`config.mk`:
```
export PLATFORM = sky130hd
export DESIGN_NAME = kmhc_front
export DESIGN_NICKNAME = d
export VERILOG_FILES = /design/src/rtl/kmhc_pkg.sv /design/src/rtl/kmhc_front.sv
export SDC_FILE = /design/constraint.sdc
export NUM_CORES = 1
export LEC_CHECK = 0
export ABC_AREA = 1
export ABC_CLOCK_PERIOD_IN_PS = 4600
export BUFFER_PORTS_ARGS = -buffer_cell sky130_fd_sc_hd__clkbuf_2
export CELL_PAD_IN_SITES_DETAIL_PLACEMENT = 1
export CELL_PAD_IN_SITES_GLOBAL_PLACEMENT = 1
export CORE_MARGIN = 2
export CORE_UTILIZATION = 37
export CTS_BUF_LIST = sky130_fd_sc_hd__clkbuf_2
export DETAILED_ROUTE_END_ITERATION = 10
export GPL_TIMING_DRIVEN = 0
export PLACE_DENSITY = 0.84
export SLEW_MARGIN = 20
export SYNTH_ARGS = -nofsm -noshare
export SYNTH_HDL_FRONTEND = slang
export SYNTH_SLANG_ARGS = --single-unit
export TNS_END_PERCENT = 30
```
`constraint.sdc`:
```
create_clock -name i_clk -period 4.6 [get_ports i_clk]
set_clock_uncertainty 0.1 [all_clocks]
set_input_delay 0.92 -clock i_clk [delete_from_list [all_inputs] [get_ports i_clk]]
set_output_delay 0.92 -clock i_clk [all_outputs]
set_load 0.01 [all_outputs]
```
`src/rtl/kmhc_pkg.sv`:
```
package kmhc_pkg;

    localparam int MAX_K       = 7;
    localparam int WIN_W       = 2 * MAX_K;
    localparam int TABLE_DEPTH = 16384;
    localparam int ADDR_W      = $clog2(TABLE_DEPTH);
    localparam int COUNT_W     = 16;
    localparam int LEN_W       = 3;
    localparam int FUNC_W      = 2;
    localparam int BYTE_W      = 8;
    localparam int QUERY_W     = 14;

    localparam logic [LEN_W-1:0] KMER_LEN_RESET = LEN_W'(MAX_K);
    localparam logic [LEN_W-1:0] LEN_MAX        = LEN_W'(MAX_K);

    // decoupling queue between front and back
    localparam int Q_DEPTH = 4;
    localparam int Q_PTR_W = $clog2(Q_DEPTH);
    localparam int Q_CNT_W = $clog2(Q_DEPTH + 1);

    localparam logic [BYTE_W-1:0] CH_A = 8'h41;
    localparam logic [BYTE_W-1:0] CH_C = 8'h43;
    localparam logic [BYTE_W-1:0] CH_G = 8'h47;
    localparam logic [BYTE_W-1:0] CH_T = 8'h54;

    typedef enum logic [FUNC_W-1:0] {
        FUNC_CLEAR = 2'd0,
        FUNC_SEQ   = 2'd1,
        FUNC_QUERY = 2'd2,
        FUNC_NOP   = 2'd3
    } t_func;

    typedef enum logic [1:0] {
        OP_CLEAR,
        OP_INC,
        OP_READ
    } t_op_kind;

    typedef struct packed {
        t_op_kind          kind;
        logic [ADDR_W-1:0] addr;
    } t_op;

    typedef enum logic [1:0] {
        BK_CLEAR,
        BK_IDLE,
        BK_RMW
    } t_back_state;

endpackage

```
`src/rtl/kmhc_front.sv`:
```
module kmhc_front (
    input  logic                           i_clk,
    input  logic                           i_rst_n,
    input  logic                           i_cfg_we,
    input  logic [kmhc_pkg::LEN_W-1:0]     i_cfg_wdata,
    input  logic                           i_valid,
    output logic                           o_ready,
    input  logic [kmhc_pkg::FUNC_W-1:0]    i_func,
    input  logic [kmhc_pkg::BYTE_W-1:0]    i_seq_byte,
    input  logic [kmhc_pkg::QUERY_W-1:0]   i_query_code,
    input  logic                           i_q_full,
    output logic                           o_q_push,
    output kmhc_pkg::t_op                  o_q_op
);

    logic [kmhc_pkg::LEN_W-1:0]  r_kmer_len;
    logic [kmhc_pkg::WIN_W-1:0]  r_window;
    logic [kmhc_pkg::WIN_W-1:0]  n_window;
    logic [kmhc_pkg::LEN_W-1:0]  r_bases;
    logic [kmhc_pkg::LEN_W-1:0]  n_bases;

    logic                        accept;
    logic [kmhc_pkg::LEN_W-1:0]  eff_len;
    logic [1:0]                  base;
    logic                        base_ok;
    logic [kmhc_pkg::WIN_W-1:0]  win_shift;
    logic [kmhc_pkg::LEN_W-1:0]  bases_inc;
    logic [kmhc_pkg::WIN_W-1:0]  len_mask;
    kmhc_pkg::t_func             func;

    assign func    = kmhc_pkg::t_func'(i_func);
    assign o_ready = !i_q_full;
    assign accept  = i_valid && !i_q_full;

    always_comb begin
        if (r_kmer_len == '0) begin
            eff_len = kmhc_pkg::LEN_W'(1);
        end else if (r_kmer_len > kmhc_pkg::LEN_MAX) begin
            eff_len = kmhc_pkg::LEN_MAX;
        end else begin
            eff_len = r_kmer_len;
        end
    end

    always_comb begin
        base_ok = 1'b1;
        case (i_seq_byte)
            kmhc_pkg::CH_A: base = 2'd0;
            kmhc_pkg::CH_C: base = 2'd1;
            kmhc_pkg::CH_G: base = 2'd2;
            kmhc_pkg::CH_T: base = 2'd3;
            default: begin
                base    = 2'd0;
                base_ok = 1'b0;
            end
        endcase
    end

    assign win_shift = {r_window[kmhc_pkg::WIN_W-3:0], base};
    assign bases_inc = (r_bases < kmhc_pkg::LEN_MAX) ? r_bases + 1'b1 : r_bases;
    // keep the newest eff_len bases
    assign len_mask  = ~({kmhc_pkg::WIN_W{1'b1}} << {eff_len, 1'b0});

    always_comb begin
        n_window     = r_window;
        n_bases      = r_bases;
        o_q_push     = 1'b0;
        o_q_op.kind  = kmhc_pkg::OP_READ;
        o_q_op.addr  = kmhc_pkg::ADDR_W'(i_query_code);
        if (accept) begin
            unique case (func)
                kmhc_pkg::FUNC_CLEAR: begin
                    n_window    = '0;
                    n_bases     = '0;
                    o_q_push    = 1'b1;
                    o_q_op.kind = kmhc_pkg::OP_CLEAR;
                end
                kmhc_pkg::FUNC_SEQ: begin
                    if (base_ok) begin
                        n_window    = win_shift;
                        n_bases     = bases_inc;
                        o_q_push    = (bases_inc >= eff_len);
                        o_q_op.kind = kmhc_pkg::OP_INC;
                        o_q_op.addr = kmhc_pkg::ADDR_W'(win_shift & len_mask);
                    end
                end
                kmhc_pkg::FUNC_QUERY: begin
                    o_q_push = 1'b1;
                end
                default: begin
                end
            endcase
        end
    end

    always_ff @(posedge i_clk) begin
        if (!i_rst_n) begin
            r_kmer_len <= kmhc_pkg::KMER_LEN_RESET;
            r_window   <= '0;
            r_bases    <= '0;
        end else begin
            if (i_cfg_we) begin
                r_kmer_len <= i_cfg_wdata;
            end
            r_window <= n_window;
            r_bases  <= n_bases;
        end
    end

endmodule

```
==> qor.yml <==
pwr:
  p_leak_nw: 0.905
  fin_total_pwr_w: 0.000328
  powerDensity_nw_per_um2: 192
  sw_frac_of_total: 0.334
  internal_power_w: 0.000218
  p_seq_frac: 0.514
  max-vdd-ir-drop_v: 0.000156
  power.share.clock: 0.213
  power_switching_w: 0.000109
  power_frac_comb: 0.273
die:
  coreArea_um2: 3630
  die_h_um: 65.3
  die-area_um2: 4270
  rows: 22
  dieWidth_um: 65.3
  start_util: 0.383
  io_pins: 50
routing:
  vias: 1553
  routed_wl_mm: 4.11
  drt_iter0_drc: 36
  wl_per_cell_um: 13.0
  vias_per_cell: 4.90
  postRouteAntennaNets: 0
  drcViolationCount: 0
  dr.pass1.iters: 4
global_route:
  antenna_found_initial: 0
  grt_use_met2: 0.369
  busiest_layer: "met2"
  use_met3: 0.0428
  grt_pass1_vias: 1518
  grt_pass1_wl_mm: 7.05
  grt.overflow.total: 0
  grt_use_met1: 0.273
  grt_max_degree: 11
  grt_usage: 0.215
sta:
  max_freq_mhz: 321
  rsz0062_at_grt: "false"
  tightest_slew_ps: 293
  post-route-period-util: 0.678
  finalHoldViolCount: 0
  finalSetupTns_ps: 0
  maxSlewViolCount: 0
  fin_crit_ps: 3120
  slew_headroom: 0.802
  setup_viol: 0
cts:
  cts_made_buffers: 3
  post_cts_buffers: 0
  cts.path.max_buffers: 2
  htree_levels: 1
  clk_latency_ps: 310
  cts_resized: 0
  clock_tree.root_cell: "clkbuf_2"
  cts_tree: "built"
  numClockSinks: 18
  path_clk_slew_ps: 180
  holdBufCountCts: 0
final_layout:
  n_antenna_cell: 0
  fin_area_um2: 1710
  final_nets: 306
  multi_input_area_um2: 870
  layout.area.seq_um2: 360
  fillers: 534
  synthToLayoutAreaGrowth_pct: 22.9
  stdcell_count: 317
  postLayoutCoreUtil: 0.471
  drive_gt1_frac: 0.338
place:
  hpwl_mm: 3.35
  portBuffers: 48
  dp_cells: 313
  post_dp_cell_area_um2: 1690
  finalWeightedCongestion: 0.859
critical_path:
  path_class: "register to output port"
  start_kind: "register"
  worstPathArrival_ps: 2100
  crit_path_end_kind: "output port"
  cp_max_fo: 4
  required_ps: 3580
synth:
  synthCells: 217
  synth.distinct_cells: 23
  ys_seq_area_frac: 0.259
  syn_avg_cell_area_um2: 6.41
  netlist_top_cells_area: "dfxtp_1 26%, nand2_1 17%, nor2_1 7.8%"
  syn-num-nets: 253
  ys_ff_latch: 18
  netlist_area_um2: 1390
  synth_top_area_share: 0.259
  yosysWarnings: 0
  synth_largest_area_cell: "dfxtp_1"
flow_run:
  drv_cap: 0
worst_hold_path:
  hold_class: "register to register"
status:
  status: "finished, final reports clean"
[worst paths after layout]
path / from / end / slack (ps) / depth (start not counted)
min: r_window[9]$_SDFFE_PN0P_ / r_window[9]$_SDFFE_PN0P_ / 440 / 2
min reg2reg: r_window[9]$_SDFFE_PN0P_ / r_window[9]$_SDFFE_PN0P_ / 440 / 2
max: r_bases[1]$_SDFFE_PN0P_ / o_q_push / 1480 / 8
max reg2reg: r_bases[1]$_SDFFE_PN0P_ / r_bases[2]$_SDFFE_PN0P_ / 3320 / 8
[metal layers]
layer | vias up | routed length [um]
li1 | 797 | -
met1 | 719 | 1890
met2 | 35 | 2000
met3 | 2 | 195
met4 | 0 | 25
met5 | - | 0
[Yosys cell counts, drive strengths merged]
master  count
nand4       3
nand2      72
o21bai      1
a21oi      14
o22ai       1
inv        23
ha          4
buf        10
nand3      14
nor3        1
o211ai      3
nor2       33
dfxtp      18
o21ai      20
[layout by cell type, fill, tap and decap left out, drive strengths merged]
master  Yosys  layout
buf        10      10
clkinv      0       1
a21oi      14      14
inv        23      23
dfxtp      18      18
o22ai       1       1
o21ai      20      20
nand2      72      72
nand3      14      14
o211ai      3       3
nor2       33      33
ha          4       4
nand4       3       3
clkbuf      0      51
nor3        1       1
o21bai      1       1
[power by group through the flow]
stage                     registers [W]  clock network [W]  logic (W)
after floorplan                0.000169                  0  0.0000560
after global placement         0.000171                  0  0.0000867
after detailed placement       0.000172                  0  0.0000907
after CTS                      0.000169          0.0000760  0.0000910
after global routing           0.000169          0.0000841   0.000102
final                          0.000168          0.0000698  0.0000897
[flip-flops by register name, indices dropped and copies added, names as in the netlist]
signal / flops
r_bases: 3
r_kmer_len: 3
r_window: 12
[cells by family after synthesis]
logic type | share of synthesized area
flops | 0.259
buf+inv | 0.116
simple gates | 0.408
fa+ha+maj | 0.0360
compound gates | 0.181
[metrics by stage]
step	hold WS [ps]	setup slack [ps]
after global routing	473	1230
after global placement	401	1530
after floorplan	367	1850
final	439	1480
after CTS	440	1410
after detailed placement	406	1500
[worst max-delay path: stages, from the launching register on]
cell      delay (ps)
dfxtp_1          420
ha_1             240
o21bai_1         190
ha_1             280
a21oi_1          150
nor2_1            50
o21ai_0          180
o21ai_0          130
clkbuf_2         140
[cell type report]
| class | count | area share |
|---|---|---|
| clock buffers | 3 | 0.00878 |
| flip-flops and latches | 18 | 0.211 |
| multi-input cells | 166 | 0.508 |
| inverters | 23 | 0.0505 |
| clock inverters | 1 | 0.00219 |
| plain buffers | 10 | 0.0439 |
| repair buffers | 48 | 0.140 |
| well taps | 48 | 0.0351 |
No activity file was read; power rests on OpenSTA's default activity.
