===== src/rtl/kmhc_pkg.sv =====
package kmhc_pkg;

    localparam int MAX_K       = 7;
    localparam int WIN_W       = 2 * MAX_K;
    localparam int TABLE_DEPTH = 16384;
    localparam int ADDR_W      = $clog2(TABLE_DEPTH);
    localparam int COUNT_W     = 16;
    localparam int LEN_W       = 3;
    localparam int FUNC_W      = 2;
    localparam int BYTE_W      = 8;
    localparam int QUERY_W     = 14;

    localparam logic [LEN_W-1:0] KMER_LEN_RESET = LEN_W'(MAX_K);
    localparam logic [LEN_W-1:0] LEN_MAX        = LEN_W'(MAX_K);

    // decoupling queue between front and back
    localparam int Q_DEPTH = 4;
    localparam int Q_PTR_W = $clog2(Q_DEPTH);
    localparam int Q_CNT_W = $clog2(Q_DEPTH + 1);

    localparam logic [BYTE_W-1:0] CH_A = 8'h41;
    localparam logic [BYTE_W-1:0] CH_C = 8'h43;
    localparam logic [BYTE_W-1:0] CH_G = 8'h47;
    localparam logic [BYTE_W-1:0] CH_T = 8'h54;

    typedef enum logic [FUNC_W-1:0] {
        FUNC_CLEAR = 2'd0,
        FUNC_SEQ   = 2'd1,
        FUNC_QUERY = 2'd2,
        FUNC_NOP   = 2'd3
    } t_func;

    typedef enum logic [1:0] {
        OP_CLEAR,
        OP_INC,
        OP_READ
    } t_op_kind;

    typedef struct packed {
        t_op_kind          kind;
        logic [ADDR_W-1:0] addr;
    } t_op;

    typedef enum logic [1:0] {
        BK_CLEAR,
        BK_IDLE,
        BK_RMW
    } t_back_state;

endpackage


===== src/rtl/kmhc_queue.sv =====
module kmhc_queue (
    input  logic            i_clk,
    input  logic            i_rst_n,
    input  logic            i_push,
    input  kmhc_pkg::t_op   i_op,
    output logic            o_full,
    input  logic            i_pop,
    output logic            o_empty,
    output kmhc_pkg::t_op   o_op
);

    kmhc_pkg::t_op                  r_slot [kmhc_pkg::Q_DEPTH];
    logic [kmhc_pkg::Q_PTR_W-1:0]   r_wr_ptr;
    logic [kmhc_pkg::Q_PTR_W-1:0]   r_rd_ptr;
    logic [kmhc_pkg::Q_CNT_W-1:0]   r_count;
    logic                           do_push;
    logic                           do_pop;

    assign o_full  = (r_count == kmhc_pkg::Q_CNT_W'(kmhc_pkg::Q_DEPTH));
    assign o_empty = (r_count == '0);
    assign o_op    = r_slot[r_rd_ptr];
    assign do_push = i_push && !o_full;
    assign do_pop  = i_pop && !o_empty;

    always_ff @(posedge i_clk) begin
        if (do_push) begin
            r_slot[r_wr_ptr] <= i_op;
        end
    end

    always_ff @(posedge i_clk) begin
        if (!i_rst_n) begin
            r_wr_ptr <= '0;
            r_rd_ptr <= '0;
            r_count  <= '0;
        end else begin
            if (do_push) begin
                r_wr_ptr <= r_wr_ptr + 1'b1;
            end
            if (do_pop) begin
                r_rd_ptr <= r_rd_ptr + 1'b1;
            end
            if (do_push && !do_pop) begin
                r_count <= r_count + 1'b1;
            end else if (do_pop && !do_push) begin
                r_count <= r_count - 1'b1;
            end
        end
    end

endmodule


===== config.mk =====
export PLATFORM = sky130hd
export DESIGN_NAME = kmhc_queue
export DESIGN_NICKNAME = d
export VERILOG_FILES = /design/src/rtl/kmhc_pkg.sv /design/src/rtl/kmhc_queue.sv
export SDC_FILE = /design/constraint.sdc
export NUM_CORES = 1
export LEC_CHECK = 0
export ABC_AREA = 1
export BUFFER_PORTS_ARGS = -buffer_cell sky130_fd_sc_hd__buf_2
export CORE_AREA = 2 2 94 96
export DETAILED_ROUTE_END_ITERATION = 8
export DIE_AREA = 0 0 96 98
export GPL_TIMING_DRIVEN = 0
export PLACE_DENSITY_LB_ADDON = 0.05
export SYNTH_ARGS = -nofsm -noshare
export SYNTH_HDL_FRONTEND = slang
export SYNTH_SLANG_ARGS = --single-unit

===== constraint.sdc =====
create_clock -name i_clk -period 4.09 [get_ports i_clk]
set_input_delay 0.6135 -clock i_clk [delete_from_list [all_inputs] [get_ports i_clk]]
set_output_delay 0.6135 -clock i_clk [all_outputs]
set_load 0.01 [all_outputs]

==> results of run 1 <==
## per-stage QoR
stage / cell area [um^2] / power [uW] / hold WS [ns] / util
2_1_floorplan: 2850 / 1310 / 0.464 / -
3_3_place_gp: 3170 / 1530 / 0.499 / 0.374
3_5_place_dp: 3230 / 1550 / 0.492 / 0.382
4_1_cts: 3490 / 2280 / 0.475 / 0.412
5_1_grt: 3490 / 2390 / 0.466 / 0.412
6_report: 3490 / 2240 / 0.485 / 0.412
## report_power, final
part	internal [uW]	switching, uW
clock network	462	262
logic	208	362
registers	908	40.6
total	1580	664
## critical path, stage by stage (launching register included)
cell,delay (ns)
dfxtp_1,0.41
inv_2,0.15
buf_2,0.26
o21ai_1,0.10
o22ai_1,0.18
buf_2,0.17
## synthesized netlist by cell type, types with 4 or more instances
master / n
nand2_1: 13
ha_1: 5
dfxtp_1: 9
edfxtp_1: 64
inv_1: 15
nor2_1: 46
nand3_1: 4
o21ai_1: 28
o22ai_1: 16
buf_2: 6
o21ai_0: 5
## cell families (layout without fill, tap and decap cells)
| kind of cell | after synthesis | in the layout | share of synthesized area |
|---|---|---|---|
| flip-flops | 73 | 73 | 0.738 |
| AND/OR/NAND/NOR | 66 | 66 | 0.0918 |
| AO/OA/AOI/OAI | 52 | 52 | 0.0984 |
| buffers and inverters | 26 | 83 | 0.0395 |
| adder cells (fa/ha/maj) | 6 | 6 | 0.0290 |
| XOR/XNOR | 1 | 1 | 0.00308 |
## area by class of cell
class / instances / area share
plain buffers: 8 / 0.0129
clock buffers: 9 / 0.0355
clock inverters: 7 / 0.0380
inverters: 18 / 0.0194
multi-input cells: 125 / 0.184
flip-flops and latches: 73 / 0.602
well taps: 108 / 0.0387
repair buffers: 41 / 0.0692
## layer usage
metal,share of wire,vias up
li1,-,899
met1,0.46,853
met2,0.48,40
met3,0.051,6
met4,0.012,0
met5,0,-
## flip-flops by register name (all words and copies together) (netlist names), named ones only
signal,count
r_slot,64
r_count,3
r_rd_ptr,2
r_wr_ptr,2
## worst max-delay path by stage
stage / startpoint / endpoint / cells past startpoint
after floorplan: i_push / r_slot[0][0] / 2
after global placement: i_push / r_slot[0][10] / 3
after detailed placement: i_push / r_count[2] / 12
after CTS: register / o_op[3] / 5
after global routing: register / o_op[3] / 5
final: register / o_op[3] / 5
==> summary.md, run 1 <==
| Metric | Value |
|---|---|
| Vias in the first global route | `1,746` |
| Leakage | `0.00131 uW` |
| Reg-to-Reg End | `r_count[2]` |
| # rows | `34` |
| # fillers | `807` |
| GR Layer Usage met1 | `0.186` |
| Crit end category | `primary output` |
| Post-route DRC | `0` |
| # nets final | `302` |
| Number of port buffers | `37` |
| Initial antenna violation count | `0` |
| Clk_lat worst skew | `0.34 ns` |
| Hold depth | `1` |
| RSZ-0062 raised after global routing | `false` |
| Worst Path Required | `3.48 ns` |
| Number of clock sinks | `73` |
| Met3 usage | `0.0463` |
| Postcts setup bufs | `0` |
| Hpwl dp | `3970 um` |
| Vias after detailed routing | `1,798` |
| Pins Over Slew Limit | `0` |
| PostCTS Resize Cnt | `0` |
| Gr ovfl total | `0` |
| Pwr dens | `around 640 nW/um^2` |
| Relative slew slack | `0.587` |
| Max-Cap Viols | `0` |
| Fmax | `450 MHz` |
| Cell Area, Synth | `2850 um^2` |
| Dpl cells | `about 370` |
| Asr flop ratio synth | `0` |
| Met2 Use GR | `0.212` |
| Sum of negative setup slack | `0 ns` |
| Final worst clock skew | `0.0123 ns` |
| Post-synth EDFFs | `64` |
| Leading cell type in the layout, fill and taps excluded | `edfxtp_1` |
| Ys flop type | `edfxtp_1` |
| Core Box Area | `between 8000 and 9000 um^2` |
| Flops & latches, synth | `73` |
| Total track usage | `0.139` |
| # IOs | `38` |
| Drt pass-1 iters | `4` |
| Mapped Nets | `250` |
| Max rail drop VDD | `0.259 mV` |
| Setup ws final | `1.87 ns` |
| Worst-margin pin slew | `between 0.6 and 0.7 ns` |
| Synth top area share | `0.675` |
| Hold Path End | `r_slot[3][12]` |
| Post-synthesis cell count | `~220` |
| Top Usage Layer GRT | `met2` |
| Clock-pin slew on the worst setup and hold paths | `about 0.080 ns` |
| Clock tree from TritonCTS | `built` |
| Initial Util | `0.336` |
| Top cells by area, synth | `edfxtp_1, dfxtp_1, nor2_1` |
| Final WL | `roughly 6000 um` |
| Final hold viol count | `0` |
| Yosys cell types | `18` |
| Post-synthesis sequential area ratio | `0.738` |
| Critical path arrival | `around 1.6 ns` |
| Period utilization | `0.544` |
| GP Congestion | `approximately 0.68` |
| DIE HEIGHT | `98 um` |
| DR WL/cell | `15.5 um` |
| Root buffer cell | `clkbuf_8` |
| CTS Hold Buffers Added | `0` |
| Final setup fails | `0` |
| Sequential cell area | `2100 um^2` |
| Pre-CTS setup slack | `2.09 ns` |
| Syn avg cell area | `12.7 um^2` |
| R2R depth | `13` |
| RR Startpoint | `r_count[0]` |
| Crit Path Max Fanout | `10` |
| H-tree Lvls | `3` |
| Diode count | `0` |
| Layout cells sized above 1 | `0.256` |
| Routed vias/inst | `approximately 4.6` |
| CTS Buf Count | `9` |
| Worst reg-to-reg setup slack | `2.22 ns` |
| Yosys top cell by area | `edfxtp_1` |
| Largest net degree at the start of global routing | `16` |
| Kind of critical path | `reg -> out` |
| HP Class | `in -> reg` |
| Worst setup SP type | `register` |
| Outcome | `completed` |
| Detail Route Antenna Nets | `0` |
| Min Tclk post-route | `2.22 ns` |
| Die Width | `96 um` |
| Layout Area Growth over Synthesis | `22.6%` |
| Hold path start | `i_op[12]` |
| Multi-input logic area | `643 um^2` |
| First-pass GRT wire length | `between 9000 and 10,000 um` |
| Most frequent cells in the layout | `edfxtp_1, buf_2, nor2_1` |
| 1st-iter DRT viols | `59` |
| YS warnings | `0` |
| Clk buf depth | `2` |
| Fin cells | `389` |
| Die Footprint | `roughly 9400 um^2` |
(Power assumes the default switching activity.)
==> run 2: changes to the inputs <==
==> constraint.sdc (replaced) <==
create_clock -name i_clk -period 1.9 [get_ports i_clk]
set_input_delay 0.285 -clock i_clk [delete_from_list [all_inputs] [get_ports i_clk]]
set_output_delay 0.285 -clock i_clk [all_outputs]
set_load 0.01 [all_outputs]
==> summary.md, run 2 (synthesis gave the netlist of run 1 again) <==
| Metric | Value |
|---|---|
| Clock Power Share | `0.318 (was 0.323)` |
| Critical path arrival | `2.05 ns (was 1.61 ns)` |
| Number of port buffers | `37 (unchanged)` |
| # fillers | `819 (was 807)` |
| Clock tree from TritonCTS | `built (unchanged)` |
| Most frequent cells in the layout | `edfxtp_1, nor2_1, buf_2 (was edfxtp_1, buf_2, nor2_1)` |
| Worst-margin pin slew | `0.623 ns (was 0.618 ns)` |
| Critical path's slowest cell | `fa_2 (was dfxtp_1)` |
| Final worst clock skew | `0.00999 ns (was 0.0123 ns)` |
| Initial Util | `0.336 (unchanged)` |
| Sequential cell area | `2110 um^2 (was 2100 um^2)` |
| Dpl cells | `373 (unchanged)` |
| Layout Area Growth over Synthesis | `23.9% (was 22.6%)` |
| Design Area, Final | `3530 um^2 (was 3490 um^2)` |
| Fin cells | `389 (unchanged)` |
| Crit path buf inv count | `2 (was 3)` |
| Largest net degree at the start of global routing | `16 (unchanged)` |
| Initial antenna violation count | `0 (unchanged)` |
| Min Tclk post-route | `1.81 ns` |
| Seq pwr share | `0.420 (was 0.423)` |
| Max-Cap Viols | `0 (unchanged)` |
| Leakage | `0.00132 uW (was 0.00131 uW)` |
| Pwr dens | `1390 nW/um^2 (was 643 nW/um^2)` |
| Fraction of power consumed by combinational cells | `0.261 (was 0.254)` |
| Crit end category | `register (was primary output)` |
| Multi-input logic area | `658 um^2 (was 643 um^2)` |
| Setup ws final | `0.0887 ns (was 1.87 ns)` |
| Drt pass-1 iters | `4 (unchanged)` |
| Cells along the critical path | `nor2_2, nand2_2, nand2_4, inv_2, ha_1, inv_1, fa_2, o21ai_1, nor2_1 (was inv_2, buf_2, o21ai_1, o22ai_1, buf_2)` |
| Kind of critical path | `reg -> reg (was reg -> out)` |
| Final setup fails | `0 (unchanged)` |
| Post-route DRC | `0 (unchanged)` |
| CTS Buf Count | `9 (unchanged)` |
| Leading cell type in the layout, fill and taps excluded | `edfxtp_1 (unchanged)` |
| GP Congestion | `0.677 (unchanged)` |
| Sum of negative setup slack | `0 ns (unchanged)` |
| Dpl cell area | `3230 um^2 (unchanged)` |
| Largest register FFs | `64 (unchanged)` |
| Critical path's largest stage delay | `0.44 ns (was 0.41 ns)` |
| Psw | `1450 uW (was 664 uW)` |
| Crit Path Max Fanout | `5 (was 10)` |
| CTS Hold Buffers Added | `0 (unchanged)` |
| H-tree Lvls | `3 (unchanged)` |
| Detail Route Antenna Nets | `0 (unchanged)` |
| Hpwl dp | `3970 um (unchanged)` |
| Clk buf depth | `2 (unchanged)` |
| Fmax | `552 MHz` |
| DIE HEIGHT | `98 um (unchanged)` |
| Final hold viol count | `0 (unchanged)` |
| Vias after detailed routing | `1,782 (was 1,798)` |
| HP Class | `in -> reg (unchanged)` |
| First-pass GRT wire length | `9380 um (unchanged)` |
| Worst setup SP type | `register (unchanged)` |
| RSZ-0062 raised after global routing | `true (was false)` |
| Biggest regs | `r_slot: 64 flops, r_count: 3 flops (unchanged)` |
| Clk_lat worst skew | `0.34 ns (about the same)` |
| Max rail drop VDD | `0.556 mV (was 0.259 mV)` |
| CP delay by family, top | `adder cells (was buffers and inverters)` |
| Pre-CTS setup slack | `0.0122 ns (was 2.09 ns)` |
| Internal Pwr Total | `3440 uW (was 1580 uW)` |
| Worst Path Required | `2.14 ns (was 3.48 ns)` |
| 1st-iter DRT viols | `73 (was 59)` |
| Core Box Area | `8470 um^2 (unchanged)` |
| # nets final | `302 (unchanged)` |
| Relative slew slack | `0.584 (was 0.587)` |
| Gr ovfl total | `0 (unchanged)` |
| Period utilization | `0.953` |
| Outcome | `completed (unchanged)` |
| Biggest register | `r_slot (unchanged)` |
| DR WL/cell | `15.6 um (was 15.5 um)` |
| # IOs | `38 (unchanged)` |
| Diode count | `0 (unchanged)` |
| Clock-pin slew on the worst setup and hold paths | `0.08 ns (about the same)` |
| Switching portion of total power | `0.297 (was 0.296)` |
| Layout cells sized above 1 | `0.281 (was 0.256)` |
| Die Footprint | `9410 um^2 (unchanged)` |
| Final WL | `6080 um (was 6020 um)` |
| Pins Over Slew Limit | `0 (unchanged)` |
| Die Width | `96 um (unchanged)` |
| Number of clock sinks | `73 (unchanged)` |
| Root buffer cell | `clkbuf_8 (unchanged)` |
| Vias in the first global route | `1,746 (unchanged)` |
| Fin util | `0.417 (was 0.412)` |
| # rows | `34 (unchanged)` |
| Total track usage | `0.139 (unchanged)` |
| Routed vias/inst | `4.58 (was 4.62)` |
## run 2: cell types whose count changed in the layout (fill, tap and decap cells not counted), sizes merged
cell    previous run  this run
buf               49        45
clkbuf             9        13
## run 2: timing repair
action | CTS | global route
setup buffers | 0 | 0
resized for setup | 1 | 16
endpoints found under the setup margin | 3 | 14
## run 2: power by group through the flow
stage | sequential [uW] | combinational [uW] | clock (uW)
after floorplan | 2060 | 764 | 0
after global placement | 2090 | 1220 | 0
after detailed placement | 2080 | 1270 | 0
after CTS | 2050 | 1270 | 1590
after global routing | 2080 | 1470 | 1670
final | 2060 | 1280 | 1560
## run 2: area by class of cell
| cell class | instances | area share |
|---|---|---|
| sequential | 73 | 0.598 |
| clock buffer | 9 | 0.0351 |
| multi-input combinational | 125 | 0.187 |
| buffer | 8 | 0.0170 |
| timing repair buffer | 41 | 0.0685 |
| clock inverter | 7 | 0.0376 |
| tap | 108 | 0.0383 |
| inverter | 18 | 0.0192 |
## run 2: routing by layer
metal	part of all wire	wire length (um)	vias up	track usage
met3	0.052	319	6	0.0463
met5	0	0	-	0
li1	-	-	903	-
met2	0.48	2930	34	0.212
met4	0.013	79	0	0.0495
met1	0.45	2760	839	0.186
## run 2: worst paths after layout
| kind | start | to | slack, ns | cells past startpoint |
|---|---|---|---|---|
| worst max-delay path | r_count[1] | r_count[1] | 0.09 | 9 |
| worst max register to register | r_count[1] | r_count[1] | 0.09 | 9 |
| worst min-delay path | i_op[12] | r_slot[3][12] | 0.16 | 1 |
| worst min register to register | r_rd_ptr[1] | register | 0.49 | 2 |
## run 2: through the flow
stage,total power (uW),hold WS (ns)
CTS,4910,0.147
detailed placement,3350,0.492
global placement,3300,0.499
global route,5220,0.137
floorplan,2830,0.384
finish,4900,0.156
==> run 3: changes to the inputs <==
--- a/config.mk
+++ b/config.mk
@@ -7,6 +7,8 @@
 export LEC_CHECK = 0
 export ABC_AREA = 1
 export BUFFER_PORTS_ARGS = -buffer_cell sky130_fd_sc_hd__buf_2
+export CELL_PAD_IN_SITES_DETAIL_PLACEMENT = 1
+export CELL_PAD_IN_SITES_GLOBAL_PLACEMENT = 1
 export CORE_AREA = 2 2 94 96
 export DETAILED_ROUTE_END_ITERATION = 8
 export DIE_AREA = 0 0 96 98
==> constraint.sdc (replaced) <==
create_clock -name i_clk -period 1.9 [get_ports i_clk]
set_input_delay 0.475 -clock i_clk [delete_from_list [all_inputs] [get_ports i_clk]]
set_output_delay 0.475 -clock i_clk [all_outputs]
set_load 0.01 [all_outputs]
==> summary.md, run 3 (synthesis gave the netlist of run 1 again) <==
| Metric | Value |
|---|---|
| Outcome | `completed (unchanged)` |
| Setup ws final | `0.0474 ns (was 0.0887 ns)` |
| Worst reg-to-reg setup slack | `0.13 ns (was 0.09 ns)` |
| Cells along the critical path | `buf_6, o21ai_1, o22ai_1, buf_2 (was nor2_2, nand2_2, nand2_4, inv_2, ha_1, inv_1, fa_2, o21ai_1, nor2_1)` |
| Worst setup SP type | `register (unchanged)` |
| Clock-pin slew on the worst setup and hold paths | `0.07 ns (was 0.08 ns)` |
| DIE HEIGHT | `98 um (unchanged)` |
| Worst-margin pin slew | `0.553 ns (was 0.623 ns)` |
| Initial antenna violation count | `0 (unchanged)` |
| Max rail drop VDD | `0.566 mV (was 0.556 mV)` |
| RSZ-0062 raised after global routing | `true (unchanged)` |
| H-tree Lvls | `3 (unchanged)` |
| Kind of critical path | `reg -> out (was reg -> reg)` |
| Dpl cell area | `3240 um^2 (was 3230 um^2)` |
| Detail Route Antenna Nets | `0 (unchanged)` |
| Crit Path Max Fanout | `10 (was 5)` |
| Critical path arrival | `1.38 ns (was 2.05 ns)` |
| Hold Path End | `r_slot[0][0] (was r_slot[3][12])` |
| Design Area, Final | `3630 um^2 (was 3530 um^2)` |
| Largest net degree at the start of global routing | `13 (was 16)` |
| Vias in the first global route | `1,831 (was 1,746)` |
| Final WL | `6490 um (was 6080 um)` |
| Hold path start | `i_op[0] (was i_op[12])` |
| Layout cells sized above 1 | `0.297 (was 0.281)` |
| Min Tclk post-route | `1.85 ns (was 1.81 ns)` |
| CTS Hold Buffers Added | `0 (unchanged)` |
| Clk buf depth | `2 (unchanged)` |
| Crit path buf inv count | `2 (unchanged)` |
| Hold depth | `1 (unchanged)` |
| RR Startpoint | `r_count[1] (unchanged)` |
| Crit end category | `primary output (was register)` |
| Drt pass-1 iters | `4 (unchanged)` |
| # fillers | `905 (was 819)` |
| Final setup fails | `0 (unchanged)` |
| Pwr dens | `1300 nW/um^2 (was 1390 nW/um^2)` |
| Critical path's slowest cell | `dfxtp_4 (was fa_2)` |
| Leakage | `0.00137 uW (was 0.00132 uW)` |
| Critical path's largest stage delay | `0.42 ns (was 0.44 ns)` |
| Initial Util | `0.336 (unchanged)` |
| Gr ovfl total | `0 (unchanged)` |
| 1st-iter DRT viols | `61 (was 73)` |
| Diode count | `0 (unchanged)` |
| Fmax | `540 MHz (was 552 MHz)` |
| Fin util | `0.429 (was 0.417)` |
| Layout Area Growth over Synthesis | `27.6% (was 23.9%)` |
| Largest register FFs | `64 (unchanged)` |
| R2R depth | `9 (unchanged)` |
| Final hold viol count | `0 (unchanged)` |
| Total track usage | `0.145 (was 0.139)` |
| Root buffer cell | `clkbuf_8 (unchanged)` |
| # rows | `34 (unchanged)` |
| Relative slew slack | `0.631 (was 0.584)` |
| Leading cell type in the layout, fill and taps excluded | `edfxtp_1 (unchanged)` |
| Clock tree from TritonCTS | `built (unchanged)` |
| CTS Buf Count | `9 (unchanged)` |
| Number of port buffers | `37 (unchanged)` |
| Reg-to-Reg End | `r_count[1] (unchanged)` |
| Pins Over Slew Limit | `0 (unchanged)` |
| Pre-CTS setup slack | `-0.00676 ns (was 0.0122 ns)` |
| CP delay by family, top | `flip-flops (was adder cells)` |
| HP Class | `in -> reg (unchanged)` |
| Post-route DRC | `0 (unchanged)` |
| Sum of negative setup slack | `0 ns (unchanged)` |
| Number of clock sinks | `73 (unchanged)` |
| Biggest regs | `r_slot: 64 flops, r_count: 3 flops (unchanged)` |
| # IOs | `38 (unchanged)` |
| Final worst clock skew | `0.00861 ns (was 0.00999 ns)` |
| Vias after detailed routing | `1,867 (was 1,782)` |
| Die Width | `96 um (unchanged)` |
| Routed vias/inst | `4.74 (was 4.58)` |
| GP Congestion | `0.685 (was 0.677)` |
| Worst Path Required | `1.42 ns (was 2.14 ns)` |
| Core Box Area | `8470 um^2 (unchanged)` |
| Most frequent cells in the layout | `edfxtp_1, nor2_1, buf_2 (unchanged)` |
| Hpwl dp | `4250 um (was 3970 um)` |
| Die Footprint | `9410 um^2 (unchanged)` |
| Clk_lat worst skew | `0.34 ns (about the same)` |
| Max-Cap Viols | `0 (unchanged)` |
| # nets final | `307 (was 302)` |
| First-pass GRT wire length | `9770 um (was 9380 um)` |
| Biggest register | `r_slot (unchanged)` |
| Period utilization | `0.975 (was 0.953)` |
| DR WL/cell | `16.5 um (was 15.6 um)` |
run 3: cell types whose count changed in the layout (fill, tap and decap cells not counted), moves of 2 or more:
cell,change
inv_2,-2
bufinv_16,-3
inv_8,+2
buf_4,-2
buf_6,+2
buf_8,+4
clkinvlp_4,+2
buf_12,+2
clkbuf_4,-4
clkbuf_16,+3
run 3: final cells by class:
| class | instances | area, um^2 | area share |
|---|---|---|---|
| Sequential cell | 73 | 2110 | 0.581 |
| Multi-Input combinational cell | 125 | 666 | 0.183 |
| Timing Repair Buffer | 46 | 335 | 0.0923 |
| Tap cell | 108 | 135 | 0.0372 |
| Clock buffer | 9 | 124 | 0.0341 |
| Buffer | 8 | 119 | 0.0327 |
| Inverter | 18 | 82.6 | 0.0227 |
| Clock inverter | 7 | 61.3 | 0.0169 |
run 3: repair_timing:
| item | 4_1_cts | 5_1_grt |
|---|---|---|
| hold endpoints to repair | 0 | 0 |
| endpoints found under the setup margin | 18 | 10 |
| gates resized for setup | 23 | 17 |
| pin swaps | 1 | 1 |
| setup buffers | 0 | 2 |
| cloned | 0 | 3 |
run 3: worst register-to-register path, delay by kind of cell (launching register included):
kind | cells | cell delay (ns)
AO/OA/AOI/OAI | 1 | 0.14
flip-flops | 1 | 0.34
buffers and inverters | 2 | 0.14
AND/OR/NAND/NOR | 4 | 0.43
adder cells (fa/ha/maj) | 2 | 0.61
run 3: worst max-delay path by stage:
stage / cells past startpoint / start / end
after floorplan: 4 / r_count[0] / r_slot[0][0]
after global placement: 4 / r_count[0] / r_slot[3][1]
after detailed placement: 9 / r_count[1] / r_count[1]
after CTS: 4 / register / o_op[8]
after global routing: 4 / register / o_op[10]
final: 4 / register / o_op[13]
run 3: report_power, final:
group          leakage (uW)  total [uW]  internal [uW]  switching, uW
Sequential         0.000663        2080           1970            110
Clock             0.0000877        1140            590            552
Combinational      0.000619        1500            651            851
run 3: per-layer routing:
| layer | vias up | routed length, um | track usage |
|---|---|---|---|
| met1 | 917 | 3020 | 0.187 |
| li1 | 909 | - | - |
| met3 | 12 | 217 | 0.0332 |
| met4 | 0 | 127 | 0.0626 |
| met5 | - | 0 | 0 |
| met2 | 29 | 3120 | 0.230 |
run 3: stage by stage:
step           hold WS, ns  cells  power (uW)
6_report             0.347    394        4720
5_1_grt              0.335    394        5010
4_1_cts              0.333    389        4610
3_5_place_dp         0.495    373        3370
3_3_place_gp         0.497    369        3310
2_1_floorplan        0.464    224        2830
